## src/hdl/lbs_pkg.sv

```systemverilog
package lbs_pkg;

  localparam int unsigned LBS_TIMING_W = 6;
  localparam int unsigned LBS_LATCH_W  = 20;
  localparam int unsigned LBS_CFG_W    = 20;
  localparam int unsigned LBS_CFG_IDX_W = 2;

  localparam logic [LBS_CFG_IDX_W-1:0] LBS_CFG_HIGH  = 2'd0;
  localparam logic [LBS_CFG_IDX_W-1:0] LBS_CFG_DATA  = 2'd1;
  localparam logic [LBS_CFG_IDX_W-1:0] LBS_CFG_LOW   = 2'd2;
  localparam logic [LBS_CFG_IDX_W-1:0] LBS_CFG_LATCH = 2'd3;

  localparam logic [LBS_TIMING_W-1:0] LBS_HIGH_RST  = 6'd5;
  localparam logic [LBS_TIMING_W-1:0] LBS_DATA_RST  = 6'd8;
  localparam logic [LBS_TIMING_W-1:0] LBS_LOW_RST   = 6'd7;
  localparam logic [LBS_LATCH_W-1:0]  LBS_LATCH_RST = 20'd4800;

  typedef struct packed {
    logic       byte_valid;
    logic [7:0] data_byte;
    logic       frame_last;
  } lbs_item_t;

  typedef struct packed {
    logic      valid;
    lbs_item_t item;
  } lbs_head_t;

endpackage

```

## src/hdl/lbs_front.sv

```systemverilog
module lbs_front (
  input  logic               clk,
  input  logic               rst,
  input  logic               in_valid,
  output logic               in_stall,
  input  logic               byte_valid,
  input  logic [7:0]         data_byte,
  input  logic               frame_last,
  output lbs_pkg::lbs_head_t head,
  input  logic               pop
);
  import lbs_pkg::*;

  lbs_item_t  entry [2];
  logic       wr_ptr;
  logic       rd_ptr;
  logic [1:0] count;
  logic       push;
  logic       pull;

  assign in_stall = count[1];
  assign push     = in_valid && !in_stall;
  assign pull     = pop && (count != 2'd0);

  assign head.valid = (count != 2'd0);
  assign head.item  = entry[rd_ptr];

  always_ff @(posedge clk) begin
    if (push) begin
      entry[wr_ptr] <= '{byte_valid: byte_valid, data_byte: data_byte, frame_last: frame_last};
    end
  end

  always_ff @(posedge clk) begin
    if (rst) begin
      wr_ptr <= 1'b0;
      rd_ptr <= 1'b0;
      count  <= 2'd0;
    end else begin
      if (push) begin
        wr_ptr <= ~wr_ptr;
      end
      if (pull) begin
        rd_ptr <= ~rd_ptr;
      end
      if (push && !pull) begin
        count <= count + 2'd1;
      end else if (pull && !push) begin
        count <= count - 2'd1;
      end
    end
  end

endmodule

```

## src/hdl/lbs_back.sv

```systemverilog
module lbs_back (
  input  logic                              clk,
  input  logic                              rst,
  input  logic                              cfg_we,
  input  logic [lbs_pkg::LBS_CFG_IDX_W-1:0] cfg_index,
  input  logic [lbs_pkg::LBS_CFG_W-1:0]     cfg_data,
  input  lbs_pkg::lbs_head_t                head,
  output logic                              pop,
  output logic                              out_valid,
  input  logic                              out_stall,
  output logic                              line_level,
  output logic                              byte_taken,
  output logic                              frame_done,
  output logic                              busy_res
);
  import lbs_pkg::*;

  typedef enum logic [1:0] {
    MODE_IDLE  = 2'd0,
    MODE_SEND  = 2'd1,
    MODE_LATCH = 2'd2,
    MODE_WAIT  = 2'd3
  } mode_t;

  logic [LBS_TIMING_W-1:0] high_ticks;
  logic [LBS_TIMING_W-1:0] data_ticks;
  logic [LBS_TIMING_W-1:0] low_ticks;
  logic [LBS_LATCH_W-1:0]  latch_ticks;

  mode_t            mode, mode_next;
  logic [7:0]       shift_byte, shift_byte_next;
  logic [2:0]       bit_index, bit_index_next;
  logic [7:0]       tick_in_bit, tick_in_bit_next;
  logic             last_flag, last_flag_next;
  logic [LBS_LATCH_W-1:0] latch_count, latch_count_next;

  logic [LBS_TIMING_W-1:0] hi_eff, da_eff, lo_eff;
  logic [LBS_LATCH_W-1:0]  latch_eff;
  logic [LBS_TIMING_W:0]   hd_sum;
  logic [8:0]              bit_total;
  logic [8:0]              tick_cur;
  logic [8:0]              tick_inc;

  logic lvl, taken, done, busy;

  assign hi_eff    = (high_ticks == '0) ? LBS_TIMING_W'(1) : high_ticks;
  assign da_eff    = (data_ticks == '0) ? LBS_TIMING_W'(1) : data_ticks;
  assign lo_eff    = (low_ticks == '0) ? LBS_TIMING_W'(1) : low_ticks;
  assign latch_eff = (latch_ticks == '0) ? LBS_LATCH_W'(1) : latch_ticks;
  assign hd_sum    = {1'b0, hi_eff} + {1'b0, da_eff};
  assign bit_total = {2'b00, hd_sum} + {3'b000, lo_eff};

  assign pop = head.valid && (!out_valid || !out_stall);

  always_comb begin
    mode_next        = mode;
    shift_byte_next  = shift_byte;
    bit_index_next   = bit_index;
    tick_in_bit_next = tick_in_bit;
    last_flag_next   = last_flag;
    latch_count_next = latch_count;
    lvl      = 1'b0;
    taken    = 1'b0;
    done     = 1'b0;
    busy     = 1'b1;
    tick_cur = 9'd0;
    tick_inc = 9'd0;

    if (mode == MODE_IDLE || mode == MODE_WAIT) begin
      if (head.item.byte_valid) begin
        shift_byte_next  = head.item.data_byte;
        bit_index_next   = 3'd7;
        tick_in_bit_next = 8'd0;
        last_flag_next   = head.item.frame_last;
        mode_next        = MODE_SEND;
        taken            = 1'b1;
      end else if (mode == MODE_IDLE) begin
        busy = 1'b0;
      end
    end

    if (mode_next == MODE_SEND) begin
      tick_cur = {1'b0, tick_in_bit_next};
      if (tick_cur < {3'b000, hi_eff}) begin
        lvl = 1'b1;
      end else if (tick_cur < {2'b00, hd_sum}) begin
        lvl = shift_byte_next[7];
      end
      tick_inc = tick_cur + 9'd1;
      if (tick_inc >= bit_total) begin
        tick_inc = 9'd0;
        if (bit_index_next != 3'd0) begin
          bit_index_next  = bit_index_next - 3'd1;
          shift_byte_next = {shift_byte_next[6:0], 1'b0};
        end else if (last_flag_next) begin
          last_flag_next   = 1'b0;
          latch_count_next = '0;
          mode_next        = MODE_LATCH;
        end else begin
          mode_next = MODE_WAIT;
        end
      end
      tick_in_bit_next = tick_inc[7:0];
    end else if (mode_next == MODE_LATCH) begin
      latch_count_next = latch_count + LBS_LATCH_W'(1);
      if (latch_count_next >= latch_eff) begin
        done             = 1'b1;
        latch_count_next = '0;
        mode_next        = MODE_IDLE;
      end
    end
  end

  always_ff @(posedge clk) begin
    if (rst) begin
      high_ticks  <= LBS_HIGH_RST;
      data_ticks  <= LBS_DATA_RST;
      low_ticks   <= LBS_LOW_RST;
      latch_ticks <= LBS_LATCH_RST;
    end else if (cfg_we) begin
      unique case (cfg_index)
        LBS_CFG_HIGH:  high_ticks  <= cfg_data[LBS_TIMING_W-1:0];
        LBS_CFG_DATA:  data_ticks  <= cfg_data[LBS_TIMING_W-1:0];
        LBS_CFG_LOW:   low_ticks   <= cfg_data[LBS_TIMING_W-1:0];
        LBS_CFG_LATCH: latch_ticks <= cfg_data[LBS_LATCH_W-1:0];
      endcase
    end
  end

  always_ff @(posedge clk) begin
    if (rst) begin
      mode        <= MODE_IDLE;
      shift_byte  <= 8'd0;
      bit_index   <= 3'd7;
      tick_in_bit <= 8'd0;
      last_flag   <= 1'b0;
      latch_count <= '0;
      out_valid   <= 1'b0;
    end else if (pop) begin
      mode        <= mode_next;
      shift_byte  <= shift_byte_next;
      bit_index   <= bit_index_next;
      tick_in_bit <= tick_in_bit_next;
      last_flag   <= last_flag_next;
      latch_count <= latch_count_next;
      out_valid   <= 1'b1;
    end else if (!out_stall) begin
      out_valid <= 1'b0;
    end
  end

  always_ff @(posedge clk) begin
    if (pop) begin
      line_level <= lvl;
      byte_taken <= taken;
      frame_done <= done;
      busy_res   <= busy;
    end
  end

  a_done_busy: assert property (@(posedge clk) disable iff (rst)
    out_valid && frame_done |-> busy_res)
    else $error("frame_done without busy_res");

  a_taken_high: assert property (@(posedge clk) disable iff (rst)
    out_valid && byte_taken |-> line_level && busy_res)
    else $error("accepted byte did not start high");

  a_idle_clean: assert property (@(posedge clk) disable iff (rst)
    mode == MODE_IDLE |-> !last_flag && latch_count == '0)
    else $error("idle with stale frame state");

  a_latch_low: assert property (@(posedge clk) disable iff (rst)
    pop && mode == MODE_LATCH |=> out_valid && !line_level)
    else $error("line not low during latch");

endmodule

```

## src/hdl/led_strip_bit_serializer_unit.sv

```systemverilog
// LED strip one-wire serializer.
// One input beat is one tick of the line waveform: byte_valid, data_byte and
// frame_last say whether a pixel byte is offered on that tick. Every input
// beat yields exactly one output beat: line_level, byte_taken, frame_done and
// busy_res for that tick. Bytes go out MSB first; each bit is high_ticks high,
// data_ticks of the data value, then low_ticks low. After a byte flagged
// frame_last the line holds low for latch_ticks ticks and frame_done pulses.
// Timing registers are written through cfg_we/cfg_index/cfg_data; the user
// must do so only while idle, the block itself does not enforce it; a zero
// value acts as one. Throughput: one beat per cycle on both sides while the
// receiver does not stall. An accepted beat passes through a two-entry input
// queue that feeds the waveform engine, which holds one output register.
// When the receiver stalls, the output beat holds, the engine pauses and the
// queue fills; in_stall rises once both queue entries are in use.
// Reset returns the engine to idle and restores the register defaults
// (5, 8, 7, 4800); queue and output are emptied.
module led_strip_bit_serializer_unit (
  input  logic                              clk,
  input  logic                              rst,
  input  logic                              cfg_we,
  input  logic [lbs_pkg::LBS_CFG_IDX_W-1:0] cfg_index,
  input  logic [lbs_pkg::LBS_CFG_W-1:0]     cfg_data,
  input  logic                              in_valid,
  output logic                              in_stall,
  input  logic                              byte_valid,
  input  logic [7:0]                        data_byte,
  input  logic                              frame_last,
  output logic                              out_valid,
  input  logic                              out_stall,
  output logic                              line_level,
  output logic                              byte_taken,
  output logic                              frame_done,
  output logic                              busy_res
);
  import lbs_pkg::*;

  lbs_head_t head;
  logic      pop;

  lbs_front u_front (
    .clk        (clk),
    .rst        (rst),
    .in_valid   (in_valid),
    .in_stall   (in_stall),
    .byte_valid (byte_valid),
    .data_byte  (data_byte),
    .frame_last (frame_last),
    .head       (head),
    .pop        (pop)
  );

  lbs_back u_back (
    .clk        (clk),
    .rst        (rst),
    .cfg_we     (cfg_we),
    .cfg_index  (cfg_index),
    .cfg_data   (cfg_data),
    .head       (head),
    .pop        (pop),
    .out_valid  (out_valid),
    .out_stall  (out_stall),
    .line_level (line_level),
    .byte_taken (byte_taken),
    .frame_done (frame_done),
    .busy_res   (busy_res)
  );

endmodule
```

## config.mk

```make
export PLATFORM = sky130hd
export DESIGN_NAME = led_strip_bit_serializer_unit
export DESIGN_NICKNAME = d
export VERILOG_FILES = /design/src/hdl/lbs_pkg.sv /design/src/hdl/lbs_front.sv /design/src/hdl/lbs_back.sv /design/src/hdl/led_strip_bit_serializer_unit.sv
export SDC_FILE = /design/constraint.sdc
export NUM_CORES = 1
export LEC_CHECK = 0
export BUFFER_PORTS_ARGS = -buffer_cell sky130_fd_sc_hd__buf_2
export CELL_PAD_IN_SITES_DETAIL_PLACEMENT = 0
export CELL_PAD_IN_SITES_GLOBAL_PLACEMENT = 1
export CORE_MARGIN = 3
export CORE_UTILIZATION = 29
export CTS_CLUSTER_SIZE = 12
export DETAILED_ROUTE_END_ITERATION = 16
export HOLD_SLACK_MARGIN = 0.08
export PLACE_DENSITY_LB_ADDON = 0.1
export SLEW_MARGIN = 20
export SYNTH_ARGS = -nofsm -noshare
export SYNTH_HDL_FRONTEND = slang
export SYNTH_SLANG_ARGS = --single-unit
```

## constraint.sdc

```tcl
create_clock -name clk -period 4.6 [get_ports clk]
set_clock_uncertainty 0.05 [all_clocks]
set_input_delay 0.23 -clock clk [delete_from_list [all_inputs] [get_ports clk]]
set_output_delay 0.23 -clock clk [all_outputs]
set_load 0.02 [all_outputs]
```

; ---- Word level (Yosys, flattened, before mapping)
; Memories as Yosys holds them, arrays and structs flattened. A register that Yosys moved wholly into a read port is not among the register bits.
; Index checks and enable logic that the tools add are counted.
[classes]
n_addsub = 7
n_mul = 0
div = 0
order_cmp = 4
n_eq_ne = 10
shifts = 0
n_mux = 50
bitwise_logic = 4
reduce_logical = 29
[ops]
columns = operator, count
row1 = $mux 20, 7
row2 = $mux 8, 9
row3 = $add 20x1->20 const B, 1
row4 = $ge 20x20->1, 1
row5 = $logic_not 20->1, 1
row6 = $logic_not 6->1, 3
row7 = $mux 2, 9
row8 = $mux 6, 3
row9 = $mux 1, 17
row10 = $mux 3, 5
row11 = $add 8x1->9 const B, 1
row12 = $ge 9x8->1, 1
row13 = $add 7x6->8, 1
row14 = $eq 2x2->1 const B, 4
row15 = $lt 8x6->1, 1
row16 = $lt 8x7->1, 1
row17 = $reduce_and 2->1, 4
row18 = $add 6x6->7, 1
row19 = $reduce_bool 2->1, 3
row20 = $logic_and 1x1->1, 5
row21 = $logic_not 1->1, 5
row22 = $reduce_and 5->1, 1
row23 = $eq 2x1->1 const B, 2
row24 = $logic_not 2->1, 2
row25 = 9 further kinds, 16
[word_totals]
regBits = 89
latch_bits = 0
ramBits = 20
rom_bits = 0
output_inout_bits = 6
word_cells = 123
n_memories = 1
[mem_list]
columns = memory, depth, width, read_ports, rd_clocked_by_memory_dff, wr, line_no
row1 = u_front.entry, 2, 10, 1, 1, 1, lbs_front.sv:14  ; lbs_item_t entry [2];

; ---- Logic depth before layout (Yosys ltp)
; Gate-level depths: netlist (run 1).
[depth]
ltp_word = 7
depth_mapped = 22
ltp_nobuf = 21

; ---- Cells and area by module
; Synthesis (run 1) repeated with hierarchy kept, for this count alone.
[hier_totals]
hier_cells = 770
area_unflattened_um2 = 6530.0
[by_module_without_submodules]
columns = mod, instances, cells_each, area_each_um2, seq_area_each_um2
row1 = lbs_back, 1, 717, 5602.9, 1741.7
row2 = lbs_front, 1, 53, 927.1, 700.7

; ---- Worst setup path after synthesis (run 1)
; Ideal clock, no wire load.
[synth_timing]
kind = reg2reg
startpoint = register u_back.data_ticks[1]
endpoint = register u_back.latch_count[1]
t_arrival_ns = 4.454
path_slack_ns = 0.026
path_stages_with_launch = 19
path_buffers = 0
synth_period_minus_slack_ns = 4.574
cell_sequence = dfxtp_1 -> or4_1 -> o21bai_1 -> ha_1 -> fa_1 -> ha_1 -> a21o_1 -> a21oi_1 -> o21ai_0 -> a21oi_1 -> or2_2 -> ha_1 -> and3_1 -> o2111ai_1 -> o21a_1 -> and2_1 -> o31a_1 -> or4b_1 -> a21oi_1
[synth_between]
elab_chain_len = 7
[synth_rtl]
columns = element, line_no
row1 = start: declaration, lbs_back.sv:26  ; logic [LBS_TIMING_W-1:0] data_ticks;
row2 = start signal: assignment, lbs_back.sv:123  ; LBS_CFG_DATA: data_ticks <= cfg_data[LBS_TIMING_W-1:0];
row3 = $logic_not 6->1, lbs_back.sv:47  ; assign da_eff = (data_ticks == '0) ? LBS_TIMING_W'(1) : data_ticks;
row4 = $mux 6 *, lbs_back.sv:47
row5 = $add 6x6->7 *, lbs_back.sv:50  ; assign hd_sum = {1'b0, hi_eff} + {1'b0, da_eff};
row6 = $add 7x6->8 *, lbs_back.sv:51  ; assign bit_total = {2'b00, hd_sum} + {3'b000, lo_eff};
row7 = $ge 9x8->1 *, lbs_back.sv:90  ; if (tick_inc >= bit_total) begin
row8 = $ne 2x2->1 (no line) *, -
row9 = $reduce_and 5->1 (no line) *, -
row10 = end signal: assignment, lbs_back.sv:145  ; latch_count <= latch_count_next;
row11 = end: declaration, lbs_back.sv:35  ; logic [LBS_LATCH_W-1:0] latch_count, latch_count_next;
; Mark *: on every way between the ends. The rest lies on a longest branch, timed or not.
; A chain may end at the register's enable or synchronous reset.

; ---- Worst setup path in the final report (run 1)
; Ends and elaborated chain as after synthesis.

==> results of run 1 <==
==> how the worst max path moves through the flow <==
stage,depth (start not counted),start,endpoint
floorplan,18,u_back.data_ticks[1]$_SDFFE_PP0P_,u_back.latch_count[1]$_SDFFE_PP0P_
global placement,20,u_back.data_ticks[1]$_SDFFE_PP0P_,u_back.latch_count[1]$_SDFFE_PP0P_
detailed placement,22,u_back.data_ticks[1]$_SDFFE_PP0P_,u_back.latch_count[7]$_SDFFE_PP0P_
CTS,21,u_back.data_ticks[1]$_SDFFE_PP0P_,u_back.latch_count[1]$_SDFFE_PP0P_
global route,20,u_back.data_ticks[1]$_SDFFE_PP0P_,u_back.latch_count[1]$_SDFFE_PP0P_
finish,21,u_back.data_ticks[1]$_SDFFE_PP0P_,u_back.latch_count[1]$_SDFFE_PP0P_
==> worst max-delay path, delay by kind of cell (launching register included) <==
family | cells | cell delay (ns)
flops | 1 | 0.32
compound gates | 8 | 1.26
fa+ha+maj | 4 | 1.06
simple gates | 8 | 1.83
xor+xnor | 1 | 0.16
==> flip-flops by register name, indices dropped and copies added (netlist names), 2 cells and up, named ones only <==
| signal | cells |
|---|---|
| u_back.latch_count | 20 |
| u_back.latch_ticks | 20 |
| u_front.entry | 20 |
| u_back.shift_byte | 8 |
| u_back.tick_in_bit | 8 |
| u_back.data_ticks | 6 |
| u_back.high_ticks | 6 |
| u_back.low_ticks | 6 |
| u_back.bit_index | 3 |
| u_front.count | 2 |
==> logic make-up after synthesis <==
| logic type | synth area share (%) |
|---|---|
| adder cells (fa/ha/maj) | 12.4 |
| multiplexers | 2.54 |
| XOR/XNOR | 4.79 |
| AO/OA/AOI/OAI | 15.7 |
| buffers and inverters | 5.44 |
| AND/OR/NAND/NOR | 21.0 |
| flip-flops | 38.2 |
==> synthesized netlist by cell type, drive strengths merged, types with 10 or more instances <==
library cell / n
o21ai: 19
xnor2: 27
nand3: 26
a21oi: 68
clkbuf: 40
dfxtp: 86
mux2i: 15
nand2: 89
and3: 12
inv: 44
nor2: 82
a21o: 13
and2: 12
nand3b: 10
ha: 60
edfxtp: 24
==> cell type report <==
cell class / instances / share of cell area (%)
sequential: 110 / 30.4
tap: 275 / 4.29
clock buffer: 10 / 2.85
multi-input combinational: 553 / 48.8
clock inverter: 6 / 0.592
inverter: 44 / 2.06
timing repair buffer: 116 / 11.0
==> what timing repair did <==
action,in CTS,in global routing
pin swaps,20,22
endpoints found under the hold margin,35,0
hold buffers,25,0
endpoints found under the setup margin,35,42
gates resized for setup,33,48
cloned,1,0
buffers inserted,6,6
==> layer usage <==
metal  up-vias  GRT usage [%]  share of wire [%]
li1       2790              -                  -
met1      2539           19.2                 48
met2        81           23.7                 47
met3        13           2.52                3.0
met4         0           3.99                1.2
met5         -              0                  0
==> power groups by stage <==
stage	sequential, uW	combinational, uW	clock, uW
floorplan	1220	586	0
global placement	1210	881	0
detailed placement	1220	887	0
CTS	1200	977	797
global route	1210	1180	829
finish	1200	1060	751
==> stage by stage <==
step           utilization, %  TNS, ns  hold WS, ns  std cells
2_1_floorplan               -        0        0.279        750
3_3_place_gp             33.0    -1.97        0.370       1060
3_5_place_dp             33.0    -3.93        0.371       1060
4_1_cts                  36.3   -0.298       0.0902       1108
5_1_grt                  37.6   -11.21        0.112       1114
6_report                 37.6    -1.09        0.103       1114
==> placed cells by master (no fill, tap or decap), types with 4 or more instances in the layout <==
| cell type | instances |
|---|---|
| dfxtp_1 | 85 |
| dlygate4sd3_1 | 25 |
| nor2b_1 | 5 |
| and3_1 | 11 |
| mux2i_1 | 14 |
| nor3_1 | 9 |
| clkbuf_16 | 9 |
| a31oi_1 | 7 |
| o21ai_0 | 11 |
| inv_1 | 43 |
| o21ai_2 | 4 |
| o21bai_1 | 4 |
| buf_4 | 39 |
| a211o_1 | 7 |
| nand4_1 | 6 |
| a21oi_2 | 8 |
| and4_1 | 4 |
| a21o_1 | 12 |
| nor2_1 | 78 |
| nand3_2 | 4 |
| nand3b_1 | 10 |
| edfxtp_1 | 24 |
| nand2_1 | 88 |
| xor2_1 | 7 |
| nor4_1 | 6 |
| a21oi_1 | 58 |
| a211oi_1 | 7 |
| nand3_1 | 21 |
| and2_1 | 9 |
| buf_6 | 8 |
| xnor2_1 | 26 |
| buf_2 | 42 |
| nand2b_1 | 4 |
| a22oi_2 | 5 |
| ha_1 | 58 |
==> impl_results.md, run 1 <==
- Number of max-slew violations in the final report: 0
- Overall die area: between 20000 and 25000 um^2
- Launching element type of the critical path: register
- Area occupied by multi-input gates: 3910 um^2
- Arrival time worst endpoint: between 4 and 5 ns
- Final wirelength: approximately 17000 um
- Clk_lat worst skew: between 0.3 and 0.4 ns
- Ratio of cells with drive above 1 in the final layout: 20.0%
- Static Leakage: 0.00327 uW
- Area Growth Syn to Fin: 25.5%
- Fin worst setup slack: -0.153 ns
- CP Max Fanout: 3
- Launch point of the worst reg-to-reg path: u_back.data_ticks[1]$_SDFFE_PP0P_
- Via count of the first global-routing pass: about 5500
- Gpl congestion: 0.787
- Number of input and output port buffers inserted: 42
- Horizontal extent of the die: 154 um
- Final net count: between 900 and 1000
- Ranking of synthesized cells by area: dfxtp_1, ha_1, edfxtp_1
- FF+latch count, synth: 110
- EDFF count, synth: 24
- R2R Setup Slk: -0.15 ns
- GR Util All Layers: about 14%
- Hold Path End: u_back.high_ticks[0]$_SDFFE_PP1P_
- Biggest cell delay along the critical path: 0.50 ns
- Net Count, Synth: 849
- Cell at the slowest stage of the critical path: or4_1
- Actual transition at the worst max-transition pin: 1.04 ns
- Proportion of synthesized chip area in sequential cells: around two fifths
- CTS H-tree depth: 3
- Remaining number of nets flagged by the antenna check after routing: 0
- Result of the run: finished, violations left
- Worst max-slew margin expressed relative to the limit: a little under a third
- CTS root buf: clkbuf_16
- Number of inserted filler cells in the final layout: 2192
- Maximum number of pins on one net before global-route repair: approximately 90
- DRC violation count after routing: 0
- Cell Chain, Critical Path: or4_1, o21bai_1, ha_2, fa_2, a21oi_2, nor2_2, nor2_2, xnor2_2, ha_1, nand2_1, o21ai_2, a21oi_2, or2_4, ha_4, and3_4, o2111ai_2, o21a_1, and2_4, o31a_1, or4b_1, a21oi_1
- Number of violations reported at the end of detailed-routing iteration 0: between 200 and 250
- Category of the most critical setup path: register to register
- Area occupied by registers: 2440 um^2
- IO Pins: 43
- Fraction of registers with async set/reset: 0%
- Antenna cells: 0
- Total power density per cell area: 375 nW/um^2
- Clock sink count: 110
- CP Capture Type: register
- Final number of hold-violating endpoints: 0
- Routed length per placed instance: 15.2 um
- Req. time, crit path: 4.83 ns
- Cell area after synthesis: 6390 um^2
- Rows: 53
- Share of Yosys cell area claimed by the top area cell type: about 27%
- Beginning of the worst hold path: cfg_data[0]
- Distinct cell type count after synthesis: 58
- Starting density of the core: 29.9%
- Clock network fraction of design power: 25.0%
- Hold path cells: 2
- Post-placement cell area: 7040 um^2
- Wire length of the first global-routing pass: 27500 um
- Vias: 5423
- Maximum achievable frequency: 0.210 GHz
- Final cycle utilization of the critical path: 103%
- Maximum resistive drop on vdd: roughly 0.00017 V
- Estimated wirelength of the detail-placed design: between 10000 and 15000 um
- First drt pass iteration count: 4
- Number of antenna violations at the first check in global routing: 0
- Violated checks: setup timing
- Post-Syn Instances: 750
- Number of cells on the worst reg-to-reg path: 21
- Pre-CTS setup slack: -0.186 ns
- Relative contribution of sequential cells to total power: between 30% and 40%
- Most frequently used flop master after synthesis: dfxtp_1
- Clock-pin slew on the worst setup and hold paths: around 0.08 ns
- Total clock buffers created by CTS: 9
- Height of the chip: 154 um
- RSZ-0062 raised after global routing: yes
- Worst reg2reg path endpoint: u_back.latch_count[1]$_SDFFE_PP0P_
- Switching component of the power: ~1100 uW
- Cell type with the largest total area after synthesis: dfxtp_1
- Number of max-cap violations: 0
- Total of endpoints with negative setup slack in the final report: 19
- Int Pwr: 1920 uW
- CTS tree: done
- Synthesized area per cell: 8.53 um^2
- Fraction of power consumed by combinational cells: 35.3%
- Longest Clk Path Bufs: 2
- Vias per inst: 4.87
- Switching power as a share of total power: 36.4%
- Min-Delay Path Class: input port to register
- Grt ovf: 0
- Power consumption: 3010 uW
- Cell area after layout: 8030 um^2
- Yosys Warn Count: 0
- Time the worst path needs with I/O delays and setup: around 4.8 ns
- Core outline area: about 21000 um^2
Power figures use the tool's default switching activity.
==> run 2, diff against run 1 <==
- GPL_TIMING_DRIVEN: default -> 1
- SYNTH_HIERARCHICAL: default -> 1
==> impl_results.md, run 2 <==
- Vias: around 5600
- Core outline area: 22000 um^2
- Proportion of synthesized chip area in sequential cells: between 30 and 40%
- CP Max Fanout: 8
- Final number of hold-violating endpoints: 0
- Most frequently used flop master after synthesis: dfxtp_1
- IO Pins: 43
- Number of max-slew violations in the final report: 0
- M1 GR Usage: a little under a fifth
- Number of antenna violations at the first check in global routing: 0
- Via count of the first global-routing pass: 5389
- Number of violations reported at the end of detailed-routing iteration 0: 226
- Arrival time worst endpoint: ~4.8 ns
- Time the worst path needs with I/O delays and setup: 4.60 ns
- Worst reg2reg path endpoint: u_back/shift_byte[1]$_SDFFE_PP0P_
- Gpl congestion: roughly 0.77
- Horizontal extent of the die: 156 um
- Share of Yosys cell area claimed by the top area cell type: between 20% and 30%
- Remaining number of nets flagged by the antenna check after routing: 0
- GR Util All Layers: 14.6%
- Final wirelength: around 18000 um
- Power consumption: 3230 uW
- CTS root buf: clkbuf_16
- Longest Clk Path Bufs: 2
- Worst max-slew margin expressed relative to the limit: 44.9%
- Ratio of cells with drive above 1 in the final layout: ~20%
- Hold path cells: 3
- Category of the most critical setup path: register to register
- Cell at the slowest stage of the critical path: or4_1
- Cell area after synthesis: 6530 um^2
- Yosys Warn Count: 6
- Number of inserted filler cells in the final layout: 2244
- Height of the chip: 156 um
- Area occupied by registers: 2440 um^2
- Synthesized area per cell: 8.48 um^2
- EDFF count, synth: 24
- R2R Setup Slk: 0.0005 ns
- Total of endpoints with negative setup slack in the final report: 0
- Leading cell types in the layout, fill and taps excluded: nand2_1, dfxtp_1, a21oi_1
- Total clock buffers created by CTS: 9
- Global routing's busiest layer: met2
- Cell seen most often among critical-path stages: a21oi_2
- Critical path buffer and inverter count: 4
- Biggest registers after layout: u_back/latch_count x20, u_back/latch_ticks x20, u_front/entry x20
- Result of the run: completed
- Net Count, Synth: 868
- CP Capture Type: register
- FF+latch count, synth: 110
- Actual transition at the worst max-transition pin: 0.826 ns
- Overall die area: about 24000 um^2
- First drt pass iteration count: 4
- Estimated wirelength of the detail-placed design: 12700 um
- Launch point of the worst reg-to-reg path: u_back/data_ticks[1]$_SDFFE_PP0P_
- Antenna cells: 0
- Launching element type of the critical path: register
- Wire length of the first global-routing pass: approximately 28000 um
- Area occupied by multi-input gates: 3940 um^2
- Maximum number of pins on one net before global-route repair: 66
- Met2 usage: 25.3%
- Clock-pin slew on the worst setup and hold paths: 0.07 ns
- RSZ-0062 raised after global routing: yes
- Family with the most delay on the worst path: compound AO/OA/AOI/OAI gates
- Setup total negative slack: 0 ns
- Number of input and output port buffers inserted: 42
- Beginning of the worst hold path: cfg_data[5]
- Rows: 54
- DRC violation count after routing: 0
- Grt ovf: 0
- Min-Delay Path Class: input port to register
- CTS H-tree depth: 3
- Met3 Use GR: 2.30%
- Clk_lat worst skew: between 0.3 and 0.4 ns
- Most common library cell in the layout ignoring fill and taps: nand2_1
- Final cycle utilization of the critical path: roughly 100%
- Vias per inst: 5.00
- Routed length per placed instance: 16.1 um
- Hold slack final: approximately 0.12 ns
- Hold Path End: u_back/latch_ticks[5]$_SDFFE_PP0P_
- Starting density of the core: between 20 and 30%
- Req. time, crit path: 4.79 ns
- Total power density per cell area: approximately 400 nW/um^2
- Maximum achievable frequency: 0.217 GHz
- CTS tree: done
- Static Leakage: 0.00336 uW
- Fraction of registers with async set/reset: 0%
- Maximum resistive drop on vdd: between 0.0002 and 0.00025 V
- Commonest cells post-synth: dfxtp_1, nand2_1, a21oi_1
- Ranking of synthesized cells by area: dfxtp_1, ha_1, edfxtp_1
- Biggest cell delay along the critical path: 0.52 ns
- Post-Syn Instances: slightly below 800
- Distinct cell type count after synthesis: 62
- Number of max-cap violations: 0
- Cell type with the largest total area after synthesis: dfxtp_1
- Number of cells on the worst reg-to-reg path: 22
- Final net count: ~940
- Clock sink count: 110
- Area Growth Syn to Fin: 23.6%
- Cell Chain, Critical Path: or4_1, o21bai_1, ha_2, inv_2, fa_2, inv_2, a21oi_2, o21bai_1, xor2_1, ha_1, a21o_1, a21oi_2, xor2_1, ha_1, a21oi_2, o21ai_1, o21bai_4, buf_6, a31oi_4, buf_12, a2111oi_4, a221o_1
[run 2: changes by cell type in the layout (fill, tap and decap cells not counted), moves of 7 or more]
cell	before	now
a21oi_1	58	72
a221o_1	0	7
buf_4	39	30
mux2_2	0	10
mux2i_1	14	5
nor2_1	78	59
o211ai_1	3	13
o21ai_2	4	15
or2_2	3	11
xnor2_1	26	13
[run 2: tightest hold or removal path, stage by stage]
cell     delay, ns
buf_2         0.13
nand2_1       0.06
a21oi_1       0.05
[run 2: power by group]
group	switching (uW)	internal [uW]
Clock	374	496
Sequential	80.9	1120
Combinational	685	478
[run 2: final cells by class]
cell class              instances  area share, %
multi-input cells             562           48.8
flip-flops and latches        110           30.3
repair buffers                105           10.2
well taps                     280           4.34
clock buffers                  11           3.01
inverters                      52           2.42
clock inverters                 5           1.01
[run 2: worst max-delay path by stage]
stage | from | endpoint | slack [ns] | depth (start not counted)
after CTS | u_back/data_ticks[1]$_SDFFE_PP0P_ | u_back/tick_in_bit[5]$_SDFFE_PP0P_ | 0.01 | 20
after global placement | u_back/data_ticks[1]$_SDFFE_PP0P_ | u_back/latch_count[3]$_SDFFE_PP0P_ | -0.19 | 21
after floorplan | u_back/data_ticks[1]$_SDFFE_PP0P_ | u_back/tick_in_bit[5]$_SDFFE_PP0P_ | 0.10 | 20
after global routing | u_back/data_ticks[1]$_SDFFE_PP0P_ | u_back/tick_in_bit[5]$_SDFFE_PP0P_ | -0.26 | 21
final | u_back/data_ticks[1]$_SDFFE_PP0P_ | u_back/shift_byte[1]$_SDFFE_PP0P_ | 0.0005 | 22
after detailed placement | u_back/data_ticks[1]$_SDFFE_PP0P_ | u_back/latch_count[15]$_SDFFE_PP0P_ | -0.33 | 21
[run 2: cells by family (layout without fill, tap and decap cells)]
group | Yosys count | in the layout | synth area share (%)
and+or+nand+nor | 267 | 267 | 19.8
DFF | 110 | 110 | 37.4
buffers and inverters | 98 | 173 | 5.84
adders and majority gates | 61 | 61 | 11.9
xor gates and xnor gates | 27 | 27 | 3.62
AOI/OAI and AO/OA | 192 | 192 | 18.9
muxes | 15 | 15 | 2.49
[run 2: routing by layer]
| layer | part of all wire, % | wire, um |
|---|---|---|
| met1 | 46 | 8330 |
| met2 | 50 | 9060 |
| met3 | 2.9 | 530 |
| met4 | 0.79 | 142 |
| met5 | 0 | 0 |
[run 2: what timing repair did]
action | in CTS | in global routing
resized for setup | 11 | 72
gates cloned | 1 | 2
hold buffers | 25 | 0
pin swaps | 3 | 51
endpoints found under the hold margin | 35 | 0
endpoints found under the setup margin | 36 | 41
buffers inserted | 2 | 7
[run 2: per-stage QoR]
| step | cells | utilization [%] | setup slack, ns | instance area, um^2 |
|---|---|---|---|---|
| 6_report | 1125 | 36.8 | 0.000528 | 8070 |
| 5_1_grt | 1125 | 36.8 | -0.265 | 8070 |
| 4_1_cts | 1116 | 35.3 | 0.0147 | 7750 |
| 3_5_place_dp | 1072 | 32.4 | -0.334 | 7100 |
| 3_3_place_gp | 1072 | 32.4 | -0.189 | 7100 |
| 2_1_floorplan | 770 | - | 0.101 | 6530 |
==> run 3, diff against run 2 <==
- CORE_ASPECT_RATIO: default -> 0.6
- SLEW_MARGIN: 20 -> default
- clock period: 4.6 -> 4.15 ns (I/O delays scaled with it)
==> impl_results.md, run 3 (synthesis gave the netlist of run 2 again) <==
- Via count of the first global-routing pass: 5495
- Category of the most critical setup path: register to register
- Switching power as a share of total power: 37.4%
- Height of the chip: 122 um
- GR Util All Layers: 15.9%
- Fraction of power consumed by combinational cells: 37.5%
- Core utilization of the finished layout: 37.9%
- Clock-pin slew on the worst setup and hold paths: 0.08 ns
- Number of violations reported at the end of detailed-routing iteration 0: 305
- Area Growth Syn to Fin: 25.0%
- Final net count: about 950
- Ratio of cells with drive above 1 in the final layout: around a fifth
- Wire length of the first global-routing pass: 30000 um
- Overall die area: 24400 um^2
- Core outline area: roughly 22000 um^2
- CP Capture Type: register
- Total of endpoints with negative setup slack in the final report: 42
- Vias per inst: 5.06
- Most common library cell in the layout ignoring fill and taps: nand2_1
- Remaining number of nets flagged by the antenna check after routing: 0
- Worst max-slew margin expressed relative to the limit: 23.1%
- CTS tree: done
- Violated checks: setup timing
- Total clock buffers created by CTS: 9
- Clock sink count: 110
- First drt pass iteration count: 4
- CP Max Fanout: 8
- Result of the run: finished, violations left
- Int Pwr: around 2200 uW
- Gpl congestion: 0.803
- Req. time, crit path: between 4 and 5 ns
- DRC violation count after routing: 0
- Starting density of the core: 30.3%
- Met3 Use GR: 3.48%
- Maximum resistive drop on vdd: 0.000211 V
- Maximum number of pins on one net before global-route repair: 69
- RSZ-0062 raised after global routing: yes
- Antenna cells: 0
- CTS H-tree depth: 3
- Static Leakage: 0.00340 uW
- Relative contribution of sequential cells to total power: 37.3%
- IO Pins: 43
- Clock network fraction of design power: 25.2%
- Number of antenna violations at the first check in global routing: 0
- Fin worst setup slack: -0.415 ns
- Clk_lat worst skew: 0.37 ns
- Final number of hold-violating endpoints: 0
- M1 GR Usage: between 20% and 30%
- Time the worst path needs with I/O delays and setup: 4.57 ns
- Pre-CTS setup slack: -0.648 ns
- Estimated wirelength of the detail-placed design: between 10000 and 15000 um
- Switching component of the power: 1320 uW
- Arrival time worst endpoint: 4.78 ns
- Rows: 41
- Grt ovf: 0
- Actual transition at the worst max-transition pin: 1.15 ns
- Met2 usage: 20.5%
- CTS root buf: clkbuf_16
- Min-Delay Path Class: input port to register
- Total power density per cell area: 432 nW/um^2
- Number of max-slew violations in the final report: 0
- Longest Clk Path Bufs: 2
- Final wirelength: 19100 um
- Global routing's busiest layer: met1
- Maximum achievable frequency: 0.219 GHz
- Leading cell types in the layout, fill and taps excluded: nand2_1, dfxtp_1, a21oi_1
- Vias: 5767
- Number of inserted filler cells in the final layout: 2183
- Number of max-cap violations: 0
- Biggest registers after layout: u_back/latch_count x20, u_back/latch_ticks x20, u_front/entry x20
- Horizontal extent of the die: 200 um
- Number of input and output port buffers inserted: 42
- Routed length per placed instance: 16.8 um
- Launching element type of the critical path: register
- R2R Setup Slk: -0.42 ns
- Final cycle utilization of the critical path: 110%
run 3: changes by cell type in the layout (fill, tap and decap cells not counted), moves of 2 or more:
cell	previous run	this run
o21ai_2	15	11
a22oi_1	6	2
clkinv_2	2	0
dlygate4sd3_1	25	28
buf_4	30	40
inv_6	0	2
a22oi_2	0	4
a21oi_1	72	70
o21ai_1	8	12
buf_6	3	6
bufinv_16	2	0
a21oi_2	4	6
nor3_4	2	0
run 3: power groups by stage:
stage,sequential (uW),clock (uW),combinational [uW]
global route,1330,960,1450
global placement,1340,0,1050
finish,1320,888,1320
floorplan,1360,0,665
CTS,1320,924,1280
detailed placement,1340,0,1060
run 3: area by class of cell:
class,count,area [um^2],share of cell area [%]
inverter,52,195,2.39
clock inverter,7,72.6,0.889
multi-input combinational,562,3950,48.4
timing repair buffer,120,928,11.4
tap,279,349,4.28
sequential,110,2440,29.9
clock buffer,9,225,2.76
run 3: per-layer routing:
metal	up-vias	part of all wire (%)
met5	-	0
met1	2770	57
met2	103	38
li1	2882	-
met4	0	0.90
met3	12	4.3
run 3: critical path, stage by stage, from the launching register on:
cell	delay, ns
dfxtp_2	0.32
or4_1	0.51
o21bai_1	0.17
ha_2	0.21
inv_2	0.04
fa_2	0.34
inv_1	0.06
a21oi_1	0.07
o21bai_2	0.19
xor2_2	0.26
ha_1	0.29
a21o_1	0.17
a21oi_2	0.14
xor2_1	0.16
ha_1	0.29
a21oi_2	0.14
o21ai_1	0.06
o21bai_4	0.22
a31o_4	0.32
and3_4	0.19
a221o_1	0.25
run 3: worst paths after layout:
path	from	to	depth (start not counted)
hold reg to reg	u_back/latch_ticks[0]$_SDFFE_PP0P_	u_back/latch_ticks[0]$_SDFFE_PP0P_	2
setup reg to reg	u_back/data_ticks[2]$_SDFFE_PP0P_	u_back/shift_byte[6]$_SDFFE_PP0P_	20
setup / recovery	u_back/data_ticks[2]$_SDFFE_PP0P_	u_back/shift_byte[6]$_SDFFE_PP0P_	20
hold / removal	cfg_data[3]	u_back/latch_ticks[3]$_SDFFE_PP0P_	3
run 3: what timing repair did:
| action | in CTS | in global routing |
|---|---|---|
| gates resized for setup | 63 | 16 |
| cloned | 2 | 1 |
| buffers inserted | 8 | 1 |
| endpoints found under the hold margin | 40 | 0 |
| pin swaps | 39 | 10 |
| hold buffers | 28 | 0 |
| endpoints found under the setup margin | 42 | 42 |
run 3: metrics by stage:
step	setup TNS [ns]	area, um^2	hold slack [ns]	total power [uW]	std cells
6_report	-14.04	8160	0.0950	3530	1139
3_5_place_dp	-22.20	7230	0.350	2400	1084
4_1_cts	-12.34	8070	0.0801	3520	1138
3_3_place_gp	-16.96	7230	0.346	2390	1084
5_1_grt	-24.83	8160	0.0949	3740	1139
2_1_floorplan	-3.45	6560	0.227	2020	770
